==> src/rtl/lcsl_pkg.sv <==
// ----------------------------------------------------------------------------
// lcsl_pkg
// Shared types and constants for the lidar corridor speed limiter.
// ----------------------------------------------------------------------------
package lcsl_pkg;

	localparam int CORDIC_STEPS = 16;
	localparam logic signed [33:0] CORDIC_ONE_K = 34'sd652032874;

	// floor(n * 2^30 / 700) = n * WHOLE + ((n * FRAC) >> SHIFT), exact for n <= 450
	localparam logic [41:0] DIV700_WHOLE = 42'd1533916;
	localparam logic [41:0] DIV700_FRAC  = 42'd14955720;
	localparam int          DIV700_SHIFT = 24;

	localparam logic [2:0] REG_INVERT_SWEEP   = 3'd0;
	localparam logic [2:0] REG_HEADING_OFFSET = 3'd1;
	localparam logic [2:0] REG_CORRIDOR_WIDTH = 3'd2;
	localparam logic [2:0] REG_SCAN_START     = 3'd3;
	localparam logic [2:0] REG_SCAN_STEP      = 3'd4;

	// queue entry from front to back
	typedef struct packed {
		logic        motion;
		logic [15:0] range_mm;
		logic        last_sample;
		logic [15:0] vel_x;
		logic [15:0] vel_y;
		logic [15:0] beam;
	} lcsl_job_t;

	function automatic logic signed [33:0] atan_turn(input logic [3:0] i);
		case (i)
			4'd0: atan_turn = 34'sd536870912;
			4'd1: atan_turn = 34'sd316933406;
			4'd2: atan_turn = 34'sd167458907;
			4'd3: atan_turn = 34'sd85004756;
			4'd4: atan_turn = 34'sd42667331;
			4'd5: atan_turn = 34'sd21354465;
			4'd6: atan_turn = 34'sd10679838;
			4'd7: atan_turn = 34'sd5340245;
			4'd8: atan_turn = 34'sd2670163;
			4'd9: atan_turn = 34'sd1335087;
			4'd10: atan_turn = 34'sd667544;
			4'd11: atan_turn = 34'sd333772;
			4'd12: atan_turn = 34'sd166886;
			4'd13: atan_turn = 34'sd83443;
			4'd14: atan_turn = 34'sd41722;
			4'd15: atan_turn = 34'sd20861;
			default: atan_turn = '0;
		endcase
	endfunction

endpackage

==> src/rtl/lcsl_front.sv <==
// ----------------------------------------------------------------------------
// lcsl_front
// Accepts items, tracks the sample index and forms the beam angle.
// ----------------------------------------------------------------------------
module lcsl_front #(
	parameter int MAX_SAMPLES = 4096
) (
	input  logic                clk,
	input  logic                arst_n,
	input  logic                in_valid,
	output logic                in_ready,
	input  lcsl_pkg::lcsl_job_t in_job,
	input  logic                invert_sweep,
	input  logic [15:0]         heading_offset,
	input  logic [15:0]         scan_start_angle,
	input  logic [15:0]         scan_step_angle,
	output logic                q_valid,
	input  logic                q_ready,
	output lcsl_pkg::lcsl_job_t q_job
);
	import lcsl_pkg::*;

	localparam int CW = $clog2(MAX_SAMPLES);

	logic [CW-1:0] cnt_q;
	logic          vld_q;
	lcsl_job_t     job_q;
	lcsl_job_t     job_d;
	logic [15:0]   idx16;
	logic [15:0]   prod;
	logic [15:0]   base;
	logic          acc;

	assign in_ready = !vld_q || q_ready;
	assign acc      = in_valid && in_ready;
	assign q_valid  = vld_q;
	assign q_job    = job_q;

	always_comb begin
		idx16 = 16'(cnt_q);
		prod  = 16'(scan_step_angle * idx16);
		base  = heading_offset + scan_start_angle;
		job_d = in_job;
		job_d.beam = invert_sweep ? base - prod : base + prod;
	end

	always_ff @(posedge clk or negedge arst_n) begin
		if (!arst_n) begin
			cnt_q <= '0;
			vld_q <= 1'b0;
		end else begin
			if (acc) begin
				vld_q <= 1'b1;
				if (!in_job.motion) begin
					if (in_job.last_sample)
						cnt_q <= '0;
					else if (cnt_q != CW'(MAX_SAMPLES - 1))
						cnt_q <= cnt_q + 1'b1;
				end
			end else if (q_ready) begin
				vld_q <= 1'b0;
			end
		end
	end

	always_ff @(posedge clk) begin
		if (acc)
			job_q <= job_d;
	end

`ifndef SYNTHESIS
	a_hold: assert property (@(posedge clk) disable iff (!arst_n)
		vld_q && !q_ready |=> vld_q && $stable(job_q))
		else $error("queued job lost");
	a_cnt: assert property (@(posedge clk) disable iff (!arst_n)
		acc && !in_job.motion && in_job.last_sample |=> cnt_q == '0)
		else $error("index not cleared");
	a_motion: assert property (@(posedge clk) disable iff (!arst_n)
		acc && in_job.motion |=> $stable(cnt_q))
		else $error("motion moved index");
`endif
endmodule

==> src/rtl/lcsl_back.sv <==
// ----------------------------------------------------------------------------
// lcsl_back
// Runs CORDIC atan2 / sin and the bitwise isqrt, keeps the scan minimum.
// ----------------------------------------------------------------------------
module lcsl_back #(
	parameter int ANGLE_BITS = 16
) (
	input  logic                clk,
	input  logic                arst_n,
	input  logic                q_valid,
	output logic                q_ready,
	input  lcsl_pkg::lcsl_job_t q_job,
	input  logic [15:0]         corridor_width_mm,
	output logic                out_valid,
	input  logic                out_ready,
	output logic [15:0]         multiplier,
	output logic                obstacle_close
);
	import lcsl_pkg::*;

	localparam int SH = 32 - ANGLE_BITS;

	typedef enum logic [5:0] {
		ST_IDLE = 6'b000001,
		ST_ATAN = 6'b000010,
		ST_SIN  = 6'b000100,
		ST_TEST = 6'b001000,
		ST_SQRT = 6'b010000,
		ST_DONE = 6'b100000
	} st_t;

	st_t                     st_q;
	logic [3:0]              it_q;
	logic signed [33:0]      x_q, y_q, z_q;
	logic [31:0]             abase_q;
	logic [ANGLE_BITS-1:0]   heading_q;
	logic [15:0]             rmin_q;
	logic                    close_q;
	lcsl_job_t               job_q;
	logic [41:0]             sq_v_q;
	logic [41:0]             sq_res_q;
	logic [41:0]             sq_bit_q;
	logic                    ovld_q;
	logic [15:0]             omul_q;
	logic                    oclose_q;

	logic signed [33:0]      dx, dy;
	logic [ANGLE_BITS-1:0]   d;
	logic [ANGLE_BITS-1:0]   mag;
	logic [ANGLE_BITS+2:0]   mag6;
	logic signed [33:0]      zd;
	logic [31:0]             afin;
	logic [33:0]             ay;
	logic [51:0]             lhs;
	logic [45:0]             rhs;
	logic [15:0]             rr;
	logic [8:0]              nrm;
	logic [41:0]             qv;
	logic [41:0]             trial;

	assign q_ready        = (st_q == ST_IDLE) && !ovld_q;
	assign out_valid      = ovld_q;
	assign multiplier     = omul_q;
	assign obstacle_close = oclose_q;

	always_comb begin
		dx   = y_q >>> it_q;
		dy   = x_q >>> it_q;
		d    = ANGLE_BITS'((32'(q_job.beam) << 16) >> SH) - heading_q;
		mag  = d[ANGLE_BITS-1] ? ANGLE_BITS'(0) - d : d;
		mag6 = (ANGLE_BITS+3)'(mag) * (ANGLE_BITS+3)'(6);
		zd   = 34'(signed'(d)) <<< SH;
		afin = abase_q + 32'(z_q) + (32'd1 << (SH - 1));
		ay   = y_q[33] ? 34'(-y_q) : 34'(y_q);
		lhs  = 52'(job_q.range_mm) * 52'(ay) * 52'd2;
		rhs  = 46'(corridor_width_mm) << 30;
		rr   = (job_q.range_mm < 16'd250) ? 16'd250 : job_q.range_mm;
		nrm  = 9'(rr - 16'd250);
		qv   = 42'(nrm) * DIV700_WHOLE + ((42'(nrm) * DIV700_FRAC) >> DIV700_SHIFT);
		trial = sq_res_q + sq_bit_q;
	end

	always_ff @(posedge clk or negedge arst_n) begin
		if (!arst_n) begin
			st_q      <= ST_IDLE;
			heading_q <= '0;
			rmin_q    <= 16'd32768;
			close_q   <= 1'b0;
			ovld_q    <= 1'b0;
			omul_q    <= '0;
			oclose_q  <= 1'b0;
			it_q      <= '0;
		end else begin
			if (ovld_q && out_ready)
				ovld_q <= 1'b0;
			case (st_q)
				ST_IDLE: begin
					if (q_valid && q_ready) begin
						it_q <= '0;
						if (q_job.motion) begin
							if (q_job.vel_x != '0 || q_job.vel_y != '0)
								st_q <= ST_ATAN;
						end else if (q_job.range_mm <= 16'd700 &&
								(ANGLE_BITS+3)'(mag6) < (ANGLE_BITS+3)'(1 << ANGLE_BITS)) begin
							st_q <= ST_SIN;
						end else begin
							st_q <= ST_DONE;
						end
					end
				end
				ST_ATAN: begin
					it_q <= it_q + 1'b1;
					if (it_q == 4'(CORDIC_STEPS - 1))
						st_q <= ST_DONE;
				end
				ST_SIN: begin
					it_q <= it_q + 1'b1;
					if (it_q == 4'(CORDIC_STEPS - 1))
						st_q <= ST_TEST;
				end
				ST_TEST: begin
					if (lhs < 52'(rhs)) begin
						st_q <= ST_SQRT;
						if (job_q.range_mm < 16'd300)
							close_q <= 1'b1;
					end else begin
						st_q <= ST_DONE;
					end
				end
				ST_SQRT: begin
					if (sq_bit_q == '0) begin
						if (sq_res_q[15:0] < rmin_q)
							rmin_q <= sq_res_q[15:0];
						st_q <= ST_DONE;
					end
				end
				ST_DONE: begin
					if (job_q.motion) begin
						if (job_q.vel_x != '0 || job_q.vel_y != '0)
							heading_q <= afin[31 -: ANGLE_BITS];
						st_q <= ST_IDLE;
					end else if (job_q.last_sample) begin
						if (!ovld_q) begin
							ovld_q   <= 1'b1;
							omul_q   <= rmin_q;
							oclose_q <= close_q;
							rmin_q   <= 16'd32768;
							close_q  <= 1'b0;
							st_q     <= ST_IDLE;
						end
					end else begin
						st_q <= ST_IDLE;
					end
				end
				default: st_q <= ST_IDLE;
			endcase
		end
	end

	always_ff @(posedge clk) begin
		case (st_q)
			ST_IDLE: begin
				if (q_valid && q_ready) begin
					job_q <= q_job;
					if (q_job.motion) begin
						if (q_job.vel_x[15]) begin
							x_q <= -(34'(signed'(q_job.vel_x)) <<< 14);
							y_q <= -(34'(signed'(q_job.vel_y)) <<< 14);
							abase_q <= 32'h8000_0000;
						end else begin
							x_q <= 34'(signed'(q_job.vel_x)) <<< 14;
							y_q <= 34'(signed'(q_job.vel_y)) <<< 14;
							abase_q <= '0;
						end
						z_q <= '0;
					end else begin
						x_q <= CORDIC_ONE_K;
						y_q <= '0;
						z_q <= zd;
					end
				end
			end
			ST_ATAN: begin
				if (!y_q[33]) begin
					x_q <= x_q + dx; y_q <= y_q - dy; z_q <= z_q + atan_turn(it_q);
				end else begin
					x_q <= x_q - dx; y_q <= y_q + dy; z_q <= z_q - atan_turn(it_q);
				end
			end
			ST_SIN: begin
				if (!z_q[33]) begin
					x_q <= x_q - dx; y_q <= y_q + dy; z_q <= z_q - atan_turn(it_q);
				end else begin
					x_q <= x_q + dx; y_q <= y_q - dy; z_q <= z_q + atan_turn(it_q);
				end
			end
			ST_TEST: begin
				sq_v_q   <= qv;
				sq_res_q <= '0;
				sq_bit_q <= 42'd1 << 30;
			end
			ST_SQRT: begin
				if (sq_bit_q != '0) begin
					if (sq_v_q >= trial) begin
						sq_v_q   <= sq_v_q - trial;
						sq_res_q <= (sq_res_q >> 1) + sq_bit_q;
					end else begin
						sq_res_q <= sq_res_q >> 1;
					end
					sq_bit_q <= sq_bit_q >> 2;
				end
			end
			default: ;
		endcase
	end

`ifndef SYNTHESIS
	a_out_hold: assert property (@(posedge clk) disable iff (!arst_n)
		ovld_q && !out_ready |=> ovld_q && $stable(omul_q))
		else $error("result dropped");
	a_rmin: assert property (@(posedge clk) disable iff (!arst_n)
		rmin_q <= 16'd32768)
		else $error("minimum out of range");
	a_busy: assert property (@(posedge clk) disable iff (!arst_n)
		st_q != ST_IDLE |-> !q_ready)
		else $error("queue taken while busy");
`endif
endmodule

==> src/rtl/lidar_corridor_speed_limiter_unit.sv <==
// ----------------------------------------------------------------------------
// lidar_corridor_speed_limiter_unit
// Per-scan speed multiplier from lidar samples and motion heading.
// ----------------------------------------------------------------------------
// Sequence: a sample beyond 700 mm or 60 degrees goes from the queue to done;
//   one failing the corridor test takes queue, 16 CORDIC sin, test, done; one
//   in path adds a 16-step isqrt before done; a nonzero motion item sets heading.
// The back engine takes one item at a time; the front holds one more; a
//   result waiting on the output stalls the back.
// Reset: arst_n clears heading, scan min (1.0), close flag, index; sets reg defaults.
module lidar_corridor_speed_limiter_unit #(
	parameter int MAX_SAMPLES = 4096,
	parameter int ANGLE_BITS  = 16
) (
	input  logic        clk,
	input  logic        arst_n,
	input  logic        s_axis_tvalid,
	output logic        s_axis_tready,
	input  logic [47:0] s_axis_tdata,  // range_mm, vel_x, vel_y
	input  logic        s_axis_tlast,  // last_sample
	input  logic        s_axis_tuser,  // mode
	output logic        m_axis_tvalid,
	input  logic        m_axis_tready,
	output logic [15:0] m_axis_tdata,  // multiplier
	output logic        m_axis_tuser,  // obstacle_close
	input  logic        cfg_we,
	input  logic [2:0]  cfg_index,
	input  logic [15:0] cfg_data
);
	import lcsl_pkg::*;

	logic        invert_sweep_q;
	logic [15:0] heading_offset_q, corridor_width_q, scan_start_q, scan_step_q;
	lcsl_job_t   in_job, q_job;
	logic        q_valid, q_ready;

	always_comb begin
		in_job.motion      = s_axis_tuser;
		in_job.range_mm    = s_axis_tdata[15:0];
		in_job.last_sample = s_axis_tlast;
		in_job.vel_x       = s_axis_tdata[31:16];
		in_job.vel_y       = s_axis_tdata[47:32];
		in_job.beam        = '0;
	end

	always_ff @(posedge clk or negedge arst_n) begin
		if (!arst_n) begin
			invert_sweep_q   <= 1'b1;
			heading_offset_q <= '0;
			corridor_width_q <= 16'd300;
			scan_start_q     <= '0;
			scan_step_q      <= 16'd182;
		end else if (cfg_we) begin
			case (cfg_index)
				REG_INVERT_SWEEP:   invert_sweep_q   <= cfg_data[0];
				REG_HEADING_OFFSET: heading_offset_q <= cfg_data;
				REG_CORRIDOR_WIDTH: corridor_width_q <= cfg_data;
				REG_SCAN_START:     scan_start_q     <= cfg_data;
				REG_SCAN_STEP:      scan_step_q      <= cfg_data;
				default: ;
			endcase
		end
	end

	lcsl_front #(.MAX_SAMPLES(MAX_SAMPLES)) u_front (
		.clk, .arst_n,
		.in_valid(s_axis_tvalid), .in_ready(s_axis_tready), .in_job,
		.invert_sweep(invert_sweep_q), .heading_offset(heading_offset_q),
		.scan_start_angle(scan_start_q), .scan_step_angle(scan_step_q),
		.q_valid, .q_ready, .q_job
	);

	lcsl_back #(.ANGLE_BITS(ANGLE_BITS)) u_back (
		.clk, .arst_n, .q_valid, .q_ready, .q_job,
		.corridor_width_mm(corridor_width_q),
		.out_valid(m_axis_tvalid), .out_ready(m_axis_tready),
		.multiplier(m_axis_tdata), .obstacle_close(m_axis_tuser)
	);
endmodule

==> config.mk <==
export PLATFORM = sky130hd
export DESIGN_NAME = lidar_corridor_speed_limiter_unit
export DESIGN_NICKNAME = d
export VERILOG_FILES = /design/src/rtl/lcsl_pkg.sv /design/src/rtl/lcsl_front.sv /design/src/rtl/lcsl_back.sv /design/src/rtl/lidar_corridor_speed_limiter_unit.sv
export SDC_FILE = /design/constraint.sdc
export NUM_CORES = 2
export LEC_CHECK = 0
export ABC_AREA = 1
export BUFFER_PORTS_ARGS = -buffer_cell sky130_fd_sc_hd__buf_2
export CAP_MARGIN = 10
export CORE_ASPECT_RATIO = 0.9
export CORE_MARGIN = 1.5
export CORE_UTILIZATION = 35
export DETAILED_ROUTE_END_ITERATION = 12
export PLACE_DENSITY = 0.47
export RECOVER_POWER = 25
export SLEW_MARGIN = 10
export SYNTH_ARGS = -nofsm -noshare
export SYNTH_HDL_FRONTEND = slang
export SYNTH_SLANG_ARGS = --single-unit
export TNS_END_PERCENT = 30
==> constraint.sdc <==
create_clock -name clk -period 8.8 [get_ports clk]
set_clock_uncertainty 0.1 [all_clocks]
set_input_delay 1.76 -clock clk [delete_from_list [all_inputs] [get_ports clk]]
set_output_delay 1.76 -clock clk [all_outputs]
set_load 0.02 [all_outputs]
# Word level (Yosys, flattened, before mapping)
# Memories as Yosys holds them, arrays and structs flattened.
# Index checks and enable logic that the tools add are counted.
[op_classes]
n_eq_ne = 26
n_mul = 5
addsub = 25
shifts = 2
n_reduce_logical = 42
div_mod_pow = 0
magnitude_cmp = 7
n_bitwise = 3
muxes = 73
[op_table]
columns = ["operator", "count"]
rows = [
  ["$mux W34", 23],
  ["$pmux W34 S3", 3],
  ["$pmux W42 S2", 3],
  ["$mux W42", 5],
  ["$add A34 B34 Y34", 4],
  ["$sub A34 B34 Y34", 4],
  ["$mux W16", 7],
  ["$neg A30 Y34", 2],
  ["$sshr A34 B4 Y34", 2],
  ["$mux W6", 11],
  ["$reduce_bool A16 Y1", 4],
  ["$lt A51 B46 Y1", 1],
  ["$mul A16 B34 Y50", 1],
  ["$add A41 B42 Y42", 1],
  ["$add A42 B42 Y42", 1],
  ["$ge A42 B42 Y1", 1],
  ["$logic_not A42 Y1", 1],
  ["$reduce_bool A42 Y1", 1],
  ["$sub A42 B42 Y42", 1],
  ["$pmux W6 S6", 1],
  ["$neg A34 Y34", 1],
  ["$add A16 B16 Y16", 2],
  ["$add A32 B16 Y32 const B", 1],
  ["$add A32 B32 Y32", 1],
  ["other kinds (50)", 101],
]
[word_totals]
reg_bits = 515
latch_bits = 0
rom_bits = 1920
inputBits = 74
mem_bits_rw = 0
out_inout_bits = 19
n_memories = 4
[mem_list]
columns = ["name", "words", "width", "read_ports", "rd_ports_with_merged_regs", "write_ports", "line_no", "source"]
rows = [
  ["(name not given)", 16, 30, 1, 0, 0, "lcsl_pkg.sv:32", "case (i)"],
  ["(name not given)", 16, 30, 1, 0, 0, "lcsl_pkg.sv:32", ""],
  ["(name not given)", 16, 30, 1, 0, 0, "lcsl_pkg.sv:32", ""],
  ["(name not given)", 16, 30, 1, 0, 0, "lcsl_pkg.sv:32", ""],
]

# Longest topological paths before layout
[depth]
depth_word = 10
ltp_mapped = 53
ltp_nobuf = 52

# By module
# A second synthesis with hierarchy kept.
[hier_totals]
hier_cells = 9833
hier_area_um2 = 70422.5
[by_module_without_submodules]
columns = ["mod", "cells_each", "area_per_inst_um2", "n_inst"]
rows = [
  ["lcsl_back", 8504, 59299.4, 1],
  ["lcsl_front", 1037, 8460.6, 1],
  ["lidar_corridor_speed_limiter_unit", 292, 2662.6, 1],
]

# Worst setup path after synthesis
# No wires, ideal clock.
[synth_timing]
kind = "register -> register"
start = "register u_back.job_q[59] in the netlist's numbering"
end = "register u_back.sq_v_q[26], data pin"
required_time_ns = 8.443
path_stages_with_launch = 47
path_slack_ns = 0.315
path_buffers = 1
arrival_time_ns = 8.128
setup_ns = 0.257
path_cell_list = "edfxtp_1 buf_2 clkinv_1 nand3_1 nor2_1 nand2_2 nor2_4 nor2_1 inv_1 ha_1 inv_1 nand2_1 inv_1 nand3_1 xor2_1 inv_1 ha_1 inv_1 [... 11 more ...] inv_1 fa_1 inv_1 a31oi_1 o21ai_1 nand2_1 nand2_1 nand2_1 nor2_1 nand2_1 nor2_1 nand3_1 nor2_2 nand2_2 nor2_2 nand3_1 nand3_1 o21ai_1"
[synth_between]
elab_chain_cells = 6
elab_cells_between_ends = 7
classes_between = "2 x add/sub; 2 x mul; 1 x order compare; 2 x mux"
[synth_rtl]
columns = ["item", "line_no", "source"]
rows = [
  ["start, declared", "lcsl_back.sv:39", "lcsl_job_t job_q;"],
  ["start signal, assigned", "lcsl_back.sv:164", "job_q <= q_job;"],
  ["$lt A16 B8 Y1 (*)", "lcsl_back.sv:77", "rr = (job_q.range_mm < 16'd250) ? 16'd250 : job_q.range_mm;"],
  ["$mux W9 (*)", "lcsl_back.sv:77", ""],
  ["$sub A9 B8 Y9 (*)", "lcsl_back.sv:78", "nrm = 9'(rr - 16'd250);"],
  ["$mul A9 B21 Y30 / $mul A9 B19 Y28 (equally long branches)", "lcsl_back.sv:79", "qv = 42'(nrm) * DIV700_WHOLE + ((42'(nrm) * DIV700_FRAC) >> DIV700_SHIFT);"],
  ["$add A30 B9 Y31 (*)", "lcsl_back.sv:79", ""],
  ["$pmux W42 S2 (*)", "lcsl_back.sv:161", "case (st_q)"],
  ["end signal, assigned", "lcsl_back.sv:198", "sq_v_q <= qv;"],
  ["end signal, assigned", "lcsl_back.sv:205", "sq_v_q <= sq_v_q - trial;"],
  ["end, declared", "lcsl_back.sv:40", "logic [41:0] sq_v_q;"],
]
# Every way passes the cells marked *; elsewhere a longest branch is shown, timed or not.
# A chain may end at the register's enable or synchronous reset.

# Worst setup path after layout
[layout_timing]
start = "register u_back.y_q[1]"
end = "register u_back.close_q"
[layout_between]
elab_chain_cells = 6
[layout_rtl]
columns = ["item", "line_no", "source"]
rows = [
  ["start, declared", "lcsl_back.sv:34", "logic signed [33:0] x_q, y_q, z_q;"],
  ["start signal, assigned", "lcsl_back.sv:168", "y_q <= -(34'(signed'(q_job.vel_y)) <<< 14);"],
  ["start signal, assigned", "lcsl_back.sv:172", "y_q <= 34'(signed'(q_job.vel_y)) <<< 14;"],
  ["start signal, assigned", "lcsl_back.sv:185", "x_q <= x_q + dx; y_q <= y_q - dy; z_q <= z_q + atan_turn(it_q);"],
  ["$neg A34 Y34", "lcsl_back.sv:74", "ay = y_q[33] ? 34'(-y_q) : 34'(y_q);"],
  ["$mux W34 (*)", "lcsl_back.sv:74", ""],
  ["$mul A16 B34 Y50 (*)", "lcsl_back.sv:75", "lhs = 52'(job_q.range_mm) * 52'(ay) * 52'd2;"],
  ["$lt A51 B46 Y1 (*)", "lcsl_back.sv:122", "if (lhs < 52'(rhs)) begin"],
  ["$ne A2 B1 Y1 (no line) (*)", "-", ""],
  ["$reduce_and A6 Y1 (no line) (*)", "-", ""],
  ["end signal, assigned", "lcsl_back.sv:88", "close_q <= 1'b0;"],
  ["end signal, assigned", "lcsl_back.sv:125", "close_q <= 1'b1;"],
  ["end signal, assigned", "lcsl_back.sv:148", "close_q <= 1'b0;"],
  ["end, declared", "lcsl_back.sv:38", "logic close_q;"],
]
# Marked as above.

==> flow_summary.yaml <==
critical_path:
  crit_path_max_fanout: 5
  slowest_stage: "fa_1"
  critPathMostFrequentCell: "nand2_1"
  crit_required_ns: 9.33
  worst-setup-path-type: "flop to flop"
  worstSetupEndpointType: "flop"
  critPathTopFamily: "adder cells"
  critPathLaunchType: "flop"
  arrival_ns: 9.04
  slowest_delay_ns: 0.54
  crit_buf_inv: 12
drt:
  route.detailed.drc: 0
  route.final.wire_length_mm: 256
  wire_per_inst_um: 20.1
  vias: 65200
  firstDrtPassIters: 6
  via_per_inst: 5.11
  ant_nets: 0
  first_iter_violations: 4957
yosys:
  synthesis.instances: 9652
  syn-cell-area_um2: 69600
  synth-seq-cells: 458
  synth_nets: 11000
  synth_top_area_share_pct: 18.0
  yosysWarnings: 0
  synth_common_cells: "2078 x nand2_1, 1841 x inv_1, 864 x nor2_1"
  async_flop_share_pct: 30.3
  synth_edf_count: 319
  yosysSeqAreaShare_pct: 18.8
  synth.area.top_cells: "fa_1 18%, edfxtp_1 14%, ha_1 12%"
  synth_cell_types: 82
  syn_avg_cell_area_um2: 7.21
  yosys.area.top_type: "fa_1"
  synthFlopType: "edfxtp_1"
  yosysMostFrequentCell: "nand2_1"
floorplanning:
  io_pins: 93
  die-area_um2: 202000
  fp.dieH_um: 426
  core_um2: 198000
  die_w_um: 473
  start_util_pct: 35.2
  row_count: 155
clocking:
  tritoncts: "yes"
  clk_pin_slew_ns: 0.06
  clock-sinks: 458
  cts.htree.levels: 2
  numCtsBuffers: 61
  hold_buffers: 0
  worstSkewPairLatency_ns: 0.72
  cts_root_buf: "clkbuf_16"
  clk_path_buf_depth: 3
placed_design:
  dp_hpwl_mm: 210
  dp.cells: 12600
  numPortBuffers: 92
  globalplace.congestion: 0.936
  placed_area_um2: 76000
cells_and_area:
  synthToLayoutAreaGrowth_pct: 15.0
  final_nets: 11400
  final_util_pct: 40.5
  fillers: 20800
  fin_cells: 12800
  drive_gt1_share_pct: 11.1
  fin_area_um2: 80100
global_route:
  grt_antenna_before_repair: 4
  grt_pass1_wl_mm: 389
  track_usage_pct: 25.1
  grt_max_degree: 83
  grt_pass1_vias: 64000
  gr-total-overflow: 0
timing:
  totalNegativeSetupSlack_ns: 0
  post-route-period-util_pct: 96.7
  slew_violations: 175
  layout_min_cycle_time_ns: 8.51
  max_freq_mhz: 117
  relSlewSlack_pct: -230
  worstMarginPinSlew_ns: 4.95
  rsz0062_at_grt: "true"
  hold_violations: 0
  report.final.setup_viol: 0
run_status:
  status: "finished with violations"
  violations: "capacitance limit, slew limit"
run:
  cap_violations: 4
worst_hold_path:
  hp-class: "flop to flop"
==> layout by cell type (no fill, tap or decap), drive strengths merged, types with 52 or more instances in the layout <==
cell / netlist / routed
edfxtp: 319 / 319
xnor2: 74 / 74
nor3: 121 / 121
o21ai: 708 / 708
nand2: 2092 / 2092
nor2: 879 / 879
or2: 61 / 61
fa: 626 / 626
buf: 51 / 588
clkbuf: 240 / 102
xor2: 176 / 176
o211ai: 52 / 52
a21oi: 678 / 678
inv: 1859 / 1865
dfrtp: 127 / 127
ha: 653 / 653
nand3: 390 / 390
nand4: 86 / 86
==> layout make-up <==
cell class	count	area (um^2)	share of cell area, %
clock buffers	79	1690	2.11
flip-flops and latches	458	13100	16.3
multi-input cells	7023	49900	62.3
inverters	1880	7080	8.84
diodes	8	20.0	0.0250
well taps	2669	3340	4.17
repair buffers	611	4570	5.71
clock inverters	37	460	0.575
==> metal layers <==
metal  share of wire, %  track usage, %
met1                 48            36.4
met2                 44            39.7
met3                5.6            3.05
met4                2.3            5.46
met5                  0               0
==> metrics by stage <==
stage               hold WS, ns  setup WS, ns
floorplan                 0.300         0.315
global placement          0.312        -0.321
detailed placement        0.325        -0.275
CTS                       0.343       0.00875
global route              0.354        -0.110
finish                    0.339         0.289
==> registers in the layout, indices dropped and copies added, names as in the netlist, 4 cells and up <==
signal and flops:
u_back.y_q 34, scan_step_q 16, u_back.sq_bit_q 16, u_back.x_q 34
u_back.it_q 4, corridor_width_q 16, u_front.cnt_q 12, u_front.q_job 66
u_back.heading_q 16, u_back.job_q 50, u_back.sq_v_q 42, u_back.z_q 34
heading_offset_q 16, scan_start_q 16, u_back.sq_res_q 42, u_back.st_q 6
u_back.multiplier 16, u_back.rmin_q 16
==> logic make-up (layout without fill, tap and decap cells) <==
family | Yosys count | in the layout | share of synthesized area, %
buf+inv | 2171 | 2607 | 11.8
mux | 36 | 36 | 0.519
xor+xnor | 250 | 250 | 3.16
fa+ha+maj | 1279 | 1279 | 29.7
simple gates | 3715 | 3715 | 22.1
compound gates | 1743 | 1743 | 13.9
other cells | 0 | 8 | 0
flops | 458 | 458 | 18.8
==> worst paths after layout <==
kind                                             start                               to  slack [ns]  depth (start not counted)
max                            u_back.y_q[1]$_DFFE_PP_       u_back.close_q$_DFFE_PN0P_        0.29                         46
min reg2reg                u_front.q_job[48]$_DFFE_PP_       u_back.job_q[48]$_DFFE_PP_        0.34                          0
max in group asynchronous                       arst_n       u_back.it_q[0]$_DFFE_PN0P_        2.37                          1
min                        u_front.q_job[48]$_DFFE_PP_       u_back.job_q[48]$_DFFE_PP_        0.34                          0
min in group asynchronous                       arst_n  heading_offset_q[2]$_DFFE_PN0P_        2.73                          1
max reg2reg                    u_back.y_q[1]$_DFFE_PP_       u_back.close_q$_DFFE_PN0P_        0.29                         46
==> repair_timing <==
action / in CTS / in global routing
setup endpoints to repair: 5 / 21
gates resized for setup: 29 / 353
pin swaps: 7 / 219
setup buffers: 2 / 49
Power is left out: the tool's default activity adds up to more than one toggle a clock period on the data nets, which glitch-free logic cannot reach.
